<file path="config.mk">
export PLATFORM = sky130hd
export DESIGN_NAME = keypad_code_lock
export DESIGN_NICKNAME = d
export VERILOG_FILES = /design/src/design/kcl_pkg.sv /design/src/design/kcl_ctrl.sv /design/src/design/keypad_code_lock.sv
export SDC_FILE = /design/constraint.sdc
export NUM_CORES = 1
export LEC_CHECK = 0
export ABC_AREA = 1
export BUFFER_PORTS_ARGS = -buffer_cell sky130_fd_sc_hd__buf_2
export CAP_MARGIN = 40
export CELL_PAD_IN_SITES_DETAIL_PLACEMENT = 1
export CELL_PAD_IN_SITES_GLOBAL_PLACEMENT = 1
export CORE_MARGIN = 1
export CORE_UTILIZATION = 45
export CTS_CLUSTER_DIAMETER = 150
export CTS_CLUSTER_SIZE = 16
export DETAILED_ROUTE_END_ITERATION = 10
export GPL_ROUTABILITY_DRIVEN = 0
export GPL_TIMING_DRIVEN = 0
export PLACE_DENSITY_LB_ADDON = 0.1
export SLEW_MARGIN = 25
export SYNTH_ARGS = -nofsm -noshare
export SYNTH_HDL_FRONTEND = slang
export SYNTH_SLANG_ARGS = --single-unit
</file>
<file path="constraint.sdc">
create_clock -name clk -period 10 [get_ports clk]
set_input_delay 2 -clock clk [delete_from_list [all_inputs] [get_ports clk]]
set_output_delay 2 -clock clk [all_outputs]
set_load 0.01 [all_outputs]
</file>
<file path="src/design/kcl_pkg.sv">
`default_nettype none
package kcl_pkg;

  localparam int KEY_W    = 5;
  localparam int CHAR_W   = 8;
  localparam int COL_W    = 3;
  localparam int OUTC_W   = 2;
  localparam int MASTER_W = 40;
  localparam int CODE_W   = 32;
  localparam int FAIL_W   = 4;
  localparam int CFG_IDX_W = 2;

  localparam logic [CHAR_W-1:0] CH_STAR = 8'd42;
  localparam logic [CHAR_W-1:0] CH_HASH = 8'd35;
  localparam logic [FAIL_W-1:0] FAIL_SAT = 4'd15;

  // Register reset values.
  localparam logic [MASTER_W-1:0] MASTER_RST   = 40'h3132333435;
  localparam logic [CODE_W-1:0]   USER_RST     = 32'hFFFF_FFFF;
  localparam logic [FAIL_W-1:0]   MAX_FAIL_RST = 4'd3;

  // Configuration register indexes.
  localparam logic [CFG_IDX_W-1:0] REG_MASTER   = 2'd0;
  localparam logic [CFG_IDX_W-1:0] REG_USER     = 2'd1;
  localparam logic [CFG_IDX_W-1:0] REG_MAX_FAIL = 2'd2;

  // Outcome codes.
  localparam logic [OUTC_W-1:0] OUT_NONE  = 2'd0;
  localparam logic [OUTC_W-1:0] OUT_OPEN  = 2'd1;
  localparam logic [OUTC_W-1:0] OUT_WRONG = 2'd2;
  localparam logic [OUTC_W-1:0] OUT_NEW   = 2'd3;

  typedef struct packed {
    logic [MASTER_W-1:0] master_code;
    logic [CODE_W-1:0]   user_code;
    logic [FAIL_W-1:0]   max_failures;
    logic                load_code;
  } cfg_t;

  typedef struct packed {
    logic [CHAR_W-1:0] echo_char;
    logic [COL_W-1:0]  echo_column;
    logic [OUTC_W-1:0] outcome;
    logic [CODE_W-1:0] new_code;
    logic [FAIL_W-1:0] fail_total;
    logic              locked;
  } result_t;

  // Map a row-major keypad scan code to ASCII; unmapped codes pass raw.
  function automatic logic [CHAR_W-1:0] key_to_char(input logic [KEY_W-1:0] code);
    logic [CHAR_W-1:0] c;
    c = {{(CHAR_W-KEY_W){1'b0}}, code};
    case (code)
      5'd1:    c = 8'd49;
      5'd2:    c = 8'd50;
      5'd3:    c = 8'd51;
      5'd5:    c = 8'd52;
      5'd6:    c = 8'd53;
      5'd7:    c = 8'd54;
      5'd9:    c = 8'd55;
      5'd10:   c = 8'd56;
      5'd11:   c = 8'd57;
      5'd13:   c = CH_STAR;
      5'd14:   c = 8'd48;
      5'd15:   c = CH_HASH;
      default: c = {{(CHAR_W-KEY_W){1'b0}}, code};
    endcase
    return c;
  endfunction

endpackage
`default_nettype wire

</file>
<file path="src/design/kcl_ctrl.sv">
`default_nettype none
module kcl_ctrl (
  input  wire                          clk,
  input  wire                          rst_n,
  input  wire                          step,
  input  wire [kcl_pkg::KEY_W-1:0]     key_code,
  input  wire kcl_pkg::cfg_t           cfg,
  output kcl_pkg::result_t             res
);

  typedef enum logic [1:0] {
    PH_STAR,
    PH_ENTRY,
    PH_HASH,
    PH_NEW
  } phase_t;

  phase_t                          phase_r, phase_nxt;
  logic [2:0]                      key_index_r, key_index_nxt;
  logic [kcl_pkg::CHAR_W-1:0]      buf_r [5];
  logic [kcl_pkg::CHAR_W-1:0]      buf_nxt [5];
  logic [kcl_pkg::CODE_W-1:0]      stored_code_r, stored_code_nxt;
  logic [kcl_pkg::FAIL_W-1:0]      fail_r, fail_nxt;

  logic [kcl_pkg::CHAR_W-1:0]      ch;
  logic [2:0]                      k4, k3;
  logic                            master_hit, user_hit;
  logic [kcl_pkg::COL_W-1:0]       column;
  logic [kcl_pkg::OUTC_W-1:0]      outcome;

  assign ch = kcl_pkg::key_to_char(key_code);
  assign k4 = (key_index_r > 3'd4) ? 3'd4 : key_index_r;
  assign k3 = (key_index_r > 3'd3) ? 3'd3 : key_index_r;

  // The fifth key is compared as it arrives, the first four from the buffer.
  assign master_hit = (buf_r[0] == cfg.master_code[39:32]) &&
                      (buf_r[1] == cfg.master_code[31:24]) &&
                      (buf_r[2] == cfg.master_code[23:16]) &&
                      (buf_r[3] == cfg.master_code[15:8])  &&
                      (ch       == cfg.master_code[7:0]);
  assign user_hit   = (buf_r[0] == stored_code_r[31:24]) &&
                      (buf_r[1] == stored_code_r[23:16]) &&
                      (buf_r[2] == stored_code_r[15:8])  &&
                      (buf_r[3] == stored_code_r[7:0])   &&
                      (ch       == kcl_pkg::CH_HASH);

  always_comb begin
    phase_nxt       = phase_r;
    key_index_nxt   = key_index_r;
    stored_code_nxt = stored_code_r;
    fail_nxt        = fail_r;
    for (int i = 0; i < 5; i++) buf_nxt[i] = buf_r[i];
    column  = 3'd1;
    outcome = kcl_pkg::OUT_NONE;
    unique case (phase_r)
      PH_STAR: begin
        buf_nxt[0] = ch;
        if (ch == kcl_pkg::CH_STAR) begin
          phase_nxt     = PH_ENTRY;
          key_index_nxt = 3'd0;
        end
      end
      PH_ENTRY: begin
        buf_nxt[k4] = ch;
        column = k4 + 3'd1;
        if (k4 < 3'd4) begin
          key_index_nxt = k4 + 3'd1;
        end else if (master_hit) begin
          phase_nxt = PH_HASH;
        end else begin
          if ((fail_r < cfg.max_failures) && user_hit) begin
            outcome = kcl_pkg::OUT_OPEN;
          end else begin
            outcome = kcl_pkg::OUT_WRONG;
            if (fail_r < kcl_pkg::FAIL_SAT) fail_nxt = fail_r + 4'd1;
          end
          phase_nxt     = PH_STAR;
          key_index_nxt = 3'd0;
        end
      end
      PH_HASH: begin
        column        = 3'd6;
        phase_nxt     = (ch == kcl_pkg::CH_HASH) ? PH_NEW : PH_STAR;
        key_index_nxt = 3'd0;
      end
      PH_NEW: begin
        buf_nxt[k3[1:0]] = ch;
        column = k3 + 3'd1;
        if (k3 < 3'd3) begin
          key_index_nxt = k3 + 3'd1;
        end else begin
          stored_code_nxt = {buf_r[0], buf_r[1], buf_r[2], ch};
          outcome         = kcl_pkg::OUT_NEW;
          phase_nxt       = PH_STAR;
          key_index_nxt   = 3'd0;
        end
      end
      default: begin
        phase_nxt = PH_STAR;
      end
    endcase
  end

  assign res.echo_char   = ch;
  assign res.echo_column = column;
  assign res.outcome     = outcome;
  assign res.new_code    = stored_code_nxt;
  assign res.fail_total  = fail_nxt;
  assign res.locked      = (fail_nxt >= cfg.max_failures);

  always_ff @(posedge clk) begin
    if (!rst_n) begin
      phase_r       <= PH_STAR;
      key_index_r   <= 3'd0;
      stored_code_r <= kcl_pkg::USER_RST;
      fail_r        <= '0;
    end else if (cfg.load_code) begin
      stored_code_r <= cfg.user_code;
    end else if (step) begin
      phase_r       <= phase_nxt;
      key_index_r   <= key_index_nxt;
      stored_code_r <= stored_code_nxt;
      fail_r        <= fail_nxt;
    end
  end

  always_ff @(posedge clk) begin
    if (step) begin
      for (int i = 0; i < 5; i++) buf_r[i] <= buf_nxt[i];
    end
  end

endmodule
`default_nettype wire

</file>
<file path="src/design/keypad_code_lock.sv">
// Keypad code lock: one key code in, one result out per transfer.
// The key passes an input register, then a result register; throughput: one
// key per cycle while the result is not stalled, set by the combinational
// decode and compare between the two registers. A stalled result holds the
// result register and, once the input register is full, stalls the input.
// Reset (rst_n low, synchronous): session waits for '*', failure count 0,
// registers and stored code return to their defaults.
`default_nettype none
module keypad_code_lock (
  input  wire                             clk,
  input  wire                             rst_n,
  input  wire                             in_valid,
  output logic                            in_stall,
  input  wire  [kcl_pkg::KEY_W-1:0]       in_key_code,
  output logic                            out_valid,
  input  wire                             out_stall,
  output logic [kcl_pkg::CHAR_W-1:0]      out_echo_char,
  output logic [kcl_pkg::COL_W-1:0]       out_echo_column,
  output logic [kcl_pkg::OUTC_W-1:0]      out_outcome,
  output logic [kcl_pkg::CODE_W-1:0]      out_new_code,
  output logic [kcl_pkg::FAIL_W-1:0]      out_fail_total,
  output logic                            out_locked,
  input  wire                             cfg_valid,
  output logic                            cfg_ready,
  input  wire  [kcl_pkg::CFG_IDX_W-1:0]   cfg_index,
  input  wire  [kcl_pkg::MASTER_W-1:0]    cfg_data
);

  // Input register stage.
  logic                         in_valid_r;
  logic [kcl_pkg::KEY_W-1:0]    key_r;

  // Result register stage.
  logic                         out_valid_r;
  kcl_pkg::result_t             res_r;
  kcl_pkg::result_t             res;

  // Configuration registers.
  logic [kcl_pkg::MASTER_W-1:0] master_r;
  logic [kcl_pkg::FAIL_W-1:0]   max_fail_r;
  logic                         cfg_wr;
  logic                         load_code;
  kcl_pkg::cfg_t                cfg;

  logic in_take, out_take, advance;

  // Advance the held key into the result register whenever that register is
  // empty or its result transfers this cycle.
  assign out_take = out_valid_r && !out_stall;
  assign advance  = in_valid_r && (!out_valid_r || !out_stall);
  assign in_stall = in_valid_r && !advance;
  assign in_take  = in_valid && !in_stall;

  always_ff @(posedge clk) begin
    if (!rst_n) begin
      in_valid_r  <= 1'b0;
      out_valid_r <= 1'b0;
    end else begin
      if (in_take)      in_valid_r <= 1'b1;
      else if (advance) in_valid_r <= 1'b0;
      if (advance)       out_valid_r <= 1'b1;
      else if (out_take) out_valid_r <= 1'b0;
    end
  end

  // Payload registers: load on transfer, hold otherwise.
  always_ff @(posedge clk) begin
    if (in_take) key_r <= in_key_code;
    if (advance) res_r <= res;
  end

  // Configuration writes are always accepted; a user code write goes straight
  // into the stored code, which is the only place that value lives.
  assign cfg_ready = 1'b1;
  assign cfg_wr    = cfg_valid && cfg_ready;
  assign load_code = cfg_wr && (cfg_index == kcl_pkg::REG_USER);

  always_ff @(posedge clk) begin
    if (!rst_n) begin
      master_r   <= kcl_pkg::MASTER_RST;
      max_fail_r <= kcl_pkg::MAX_FAIL_RST;
    end else if (cfg_wr) begin
      unique case (cfg_index)
        kcl_pkg::REG_MASTER:   master_r   <= cfg_data;
        kcl_pkg::REG_MAX_FAIL: max_fail_r <= cfg_data[kcl_pkg::FAIL_W-1:0];
        default: ;
      endcase
    end
  end

  assign cfg.master_code  = master_r;
  assign cfg.user_code    = cfg_data[kcl_pkg::CODE_W-1:0];
  assign cfg.max_failures = max_fail_r;
  assign cfg.load_code    = load_code;

  // Session state machine and compare logic; state moves on each advance that does not meet a user code write.
  kcl_ctrl u_ctrl (
    .clk      (clk),
    .rst_n    (rst_n),
    .step     (advance),
    .key_code (key_r),
    .cfg      (cfg),
    .res      (res)
  );

  assign out_valid       = out_valid_r;
  assign out_echo_char   = res_r.echo_char;
  assign out_echo_column = res_r.echo_column;
  assign out_outcome     = res_r.outcome;
  assign out_new_code    = res_r.new_code;
  assign out_fail_total  = res_r.fail_total;
  assign out_locked      = res_r.locked;

`ifndef SYNTHESIS
  a_advance_fills: assert property (@(posedge clk) disable iff (!rst_n)
    advance |=> out_valid_r)
    else $error("result register not filled after advance");

  a_open_unlocked: assert property (@(posedge clk) disable iff (!rst_n)
    (out_valid_r && (res_r.outcome == kcl_pkg::OUT_OPEN)) |-> !res_r.locked)
    else $error("door opened while locked");

  a_wrong_counts: assert property (@(posedge clk) disable iff (!rst_n)
    (out_valid_r && (res_r.outcome == kcl_pkg::OUT_WRONG)) |-> (res_r.fail_total != '0))
    else $error("wrong code without a failure counted");

  a_fail_sat: assert property (@(posedge clk) disable iff (!rst_n)
    (out_valid_r && (res_r.fail_total == kcl_pkg::FAIL_SAT))
      |=> (!out_valid_r || (res_r.fail_total == kcl_pkg::FAIL_SAT)))
    else $error("saturated failure count dropped");
`endif

endmodule
`default_nettype wire

</file>
==> summary.md <==
## Clock network
* **number of buffers between clock root and the deepest sink** 2
* **number of levels in the clock H-tree** 4
* **cells resized by post-CTS repair** 0
* **cell at the root of the clock tree** clkbuf_16
* **Clock Latency Late Sink** 0.44 ns
* **TritonCTS clock tree** yes
* **Clk pin slew, worst setup/hold paths** 0.06 ns
* **number of clock sinks** 166
* **clock buffers created by TritonCTS** 17
* **Setup Fix Bufs, Post-CTS** 0
* **CTS hold repair buffers** 0

## Routing
* **Avg Vias per Cell** 5.36
* **DRC violation count after routing** 0
* **Routed Wire Length** 25400 um
* **Met3 Routed Length** 1190 um
* **Initial DRT Pass Iterations** 5
* **met2 wire length** 12600 um
* **routed length per placed instance** 19.3 um
* **routed metal-1 wire length** 10800 um
* **top routing layer in use** met4
* **violation count after the first detailed-route iteration** 377
* **number of nets still failing antenna checks after routing** 0
* **overall via count from detail_route** 7045

## Critical path
* **cell with the largest stage delay on the worst path** buf_2
* **worst stage delay on the critical path** 0.14 ns
* **family with the most delay on the worst path** buffers and inverters
* **critical path peak fanout** 3
* **critical path capture point type** output pin
* **critical path arrival** 2.41 ns
* **required time at the endpoint of the critical path** 8.00 ns
* **CP Launch Type** input port
* **critical path buffer and inverter count** 2
* **ordered cell list for the critical path** buf_2 > nand2_1 > nor2_1 > buf_2
* **kind of critical path** input port to output pin
* **cell mode on critical path** buf_2

## STA
* **ratio of final minimum period to clock period** 44.1%
* **Final WS setup** 5.59 ns
* **fin crit period** 4.41 ns
* **Max transition margin** 42.1%
* **number of setup violations in the final report** 0
* **Post-Route Skew** 0.0104 ns
* **count of endpoints failing hold in the final timing report** 0
* **transition time at the pin with the least slew margin** 0.869 ns
* **final-layout setup total negative slack** 0 ns
* **setup repair after global routing missed its margin** no
* **max-slew violation count** 0
* **maximum clock frequency** 227 MHz

## Floorplanning
* **area of the placeable core** 0.0172 sq mm
* **floorplan die height** 134 um
* **starting density of the core** 45.9%
* **die area** 0.0181 sq mm
* **top-level port count** 105
* **x dimension of the die** 134 um
* **Placement Rows** 48

## Yosys
* **dominant cell type by area after synthesis** edfxtp_1
* **number of enable-type register cells in the synthesized netlist** 79
* **register bit count reported by yosys** 166
* **count of cell types in the netlist** 40
* **per-instance average area after synthesis** 8.29 sq um
* **leading cell type by number of instances after synthesis** nand2_1
* **sequential element share of the synthesized area** 52.2%
* **Netlist Area Pre-Place** 0.00789 sq mm
* **Synthesis Warnings** 0
* **fraction of post-synthesis cell area in the top cell type by area** 30.1%
* **Primary FF master, synth** dfxtp_1
* **synth top area cells** edfxtp_1 (30%), dfxtp_1 (22%), nand2_1 (12%)
* **cell count after synthesis** 952
* **Async S/R FF share, synth** 0%
* **most frequent cells after synthesis** nand2_1 (257), nor2_1 (107), inv_1 (97), dfxtp_1 (87), edfxtp_1 (79)

## Layout
* **fillcell total** 2157
* **growth of design area from synthesis to finish** 18.2%
* **number of nets at the end of the flow** 1143
* **number of diodes** 0
* **fraction of final layout cells with drive strength greater than 1** 15.1%
* **Finished Core Util** 54.3%

## Placement
* **input/output buffers** 100
* **setup slack after placement** 5.28 ns
* **estimated wirelength of the detail-placed design** 18500 um

## Pwr
* **switching component of the power** 433 uW
* **leakage power** 0.00410 uW
* **maximum vdd ir drop** 106 uV
* **Flop pwr share** 47.8%
* **Comb power frac** 11.8%
* **switch share** 26.7%
* **Clock Power Share** 40.4%
* **Internal Dissipation** 1190 uW
* **power density over the cells** 174 mW/mm^2

## Flow run
* **number of maximum-capacitance constraint violations** 0

## Global routing
* **GRT Residual Overflow** 0
* **antenna violations before repair** 0
* **largest net degree at the start of global routing** 25
* **wire length of the first global-routing pass** 39400 um
* **number of global-route vias before repair** 7249
* **overall global routing resource usage** 29.5%

## Hold path
* **path class of the lowest-slack min-delay path** register to register

## Run status
* **status** finished, final reports clean

layer usage:
| layer | vias up | GRT usage, % |
|---|---|---|
| met3 | 54 | 5.18 |
| met1 | 3450 | 36.4 |
| met5 | - | 0 |
| met4 | 0 | 11.7 |
| li1 | 3346 | - |
| met2 | 195 | 51.1 |
metrics by stage:
stage                     std cells  instance area, sq um  hold slack (ns)  total power, uW
after detailed placement       1281                  8740            0.469              976
after CTS                      1313                  9320            0.484             1620
final                          1314                  9320            0.484             1620
after global routing           1314                  9320            0.506             1670
after floorplan                 953                  7890            0.444              896
after global placement         1278                  8670            0.460              966
final cells by class:
cell class	count	area (sq um)	share of cell area (%)
multi-input cells	645	3220	34.6
clock inverters	10	95.1	1.02
clock buffers	22	485	5.21
plain buffers	38	174	1.87
well taps	225	282	3.02
inverters	104	390	4.19
repair buffers	104	561	6.01
flip-flops and latches	166	4110	44.1
worst register-to-register path, cell delays in order, from the launching register on:
cell	delay, ns
edfxtp_1	0.39
buf_6	0.15
nor2_1	0.21
nand3_2	0.13
nand2_2	0.11
nor2_4	0.06
nand3_1	0.08
nand2_1	0.25
inv_2	0.20
nor2_1	0.06
nor2_1	0.18
nand3_4	0.17
nand3_1	0.13
nand2_1	0.07
nand2_1	0.10
ha_1	0.25
inv_1	0.06
nor2_1	0.04
o211ai_1	0.14
nand3_1	0.09
power groups by stage:
stage / logic (uW) / clock network (uW) / registers (uW)
finish: 191 / 654 / 774
global placement: 179 / 0 / 788
detailed placement: 188 / 0 / 788
CTS: 191 / 660 / 774
global route: 211 / 683 / 777
floorplan: 108 / 0 / 788
final timing paths:
check / start / to / slack, ns / cells past startpoint
max reg2reg: key_r[1]$_DFFE_PP_ / out_locked$_DFFE_PP_ / 6.88 / 19
max: out_stall / in_stall / 5.59 / 4
min: master_r[3]$_SDFFE_PN0P_ / master_r[3]$_SDFFE_PN0P_ / 0.48 / 2
min reg2reg: master_r[3]$_SDFFE_PN0P_ / master_r[3]$_SDFFE_PN0P_ / 0.48 / 2
cell usage in the layout (no fill, tap or decap), types with 3 or more instances in the layout:
| cell type | n |
|---|---|
| nand2_1 | 257 |
| nor2_1 | 106 |
| buf_2 | 102 |
| inv_1 | 97 |
| dfxtp_1 | 87 |
| edfxtp_1 | 79 |
| nand3_1 | 53 |
| o21ai_0 | 51 |
| clkbuf_1 | 32 |
| nand4_1 | 31 |
| xnor2_1 | 30 |
| a21oi_1 | 18 |
| clkbuf_16 | 18 |
| ha_1 | 15 |
| o211ai_1 | 14 |
| nor3_1 | 14 |
| xor2_1 | 14 |
| nor2_2 | 7 |
| inv_2 | 6 |
| o2111ai_1 | 6 |
| buf_4 | 5 |
| a31oi_1 | 4 |
| nand2_2 | 3 |
| or2_2 | 3 |
| conb_1 | 3 |
| clkinv_4 | 3 |
| clkinvlp_4 | 3 |
flip-flops by register name, summed over array words and instances, names as in the netlist, 2 cells and up:
| register | flops |
|---|---|
| key_r | 5 |
| u_ctrl.stored_code_r | 32 |
| out_fail_total | 4 |
| master_r | 40 |
| u_ctrl.key_index_r | 3 |
| out_outcome | 2 |
| out_echo_char | 6 |
| u_ctrl.fail_r | 4 |
| out_echo_column | 3 |
| max_fail_r | 4 |
| u_ctrl.buf_r | 26 |
| out_new_code | 32 |
| u_ctrl.phase_r | 2 |
logic make-up after synthesis:
group           after synthesis  synth area share (%)
buf+inv                     142                  7.15
fa+ha+maj                    15                  2.38
simple gates                481                  25.8
compound gates              102                  7.50
flops                       166                  52.2
other cells                   2                0.0952
xor+xnor                     44                  4.89
Note: power is estimated with default switching activity, not from simulation.
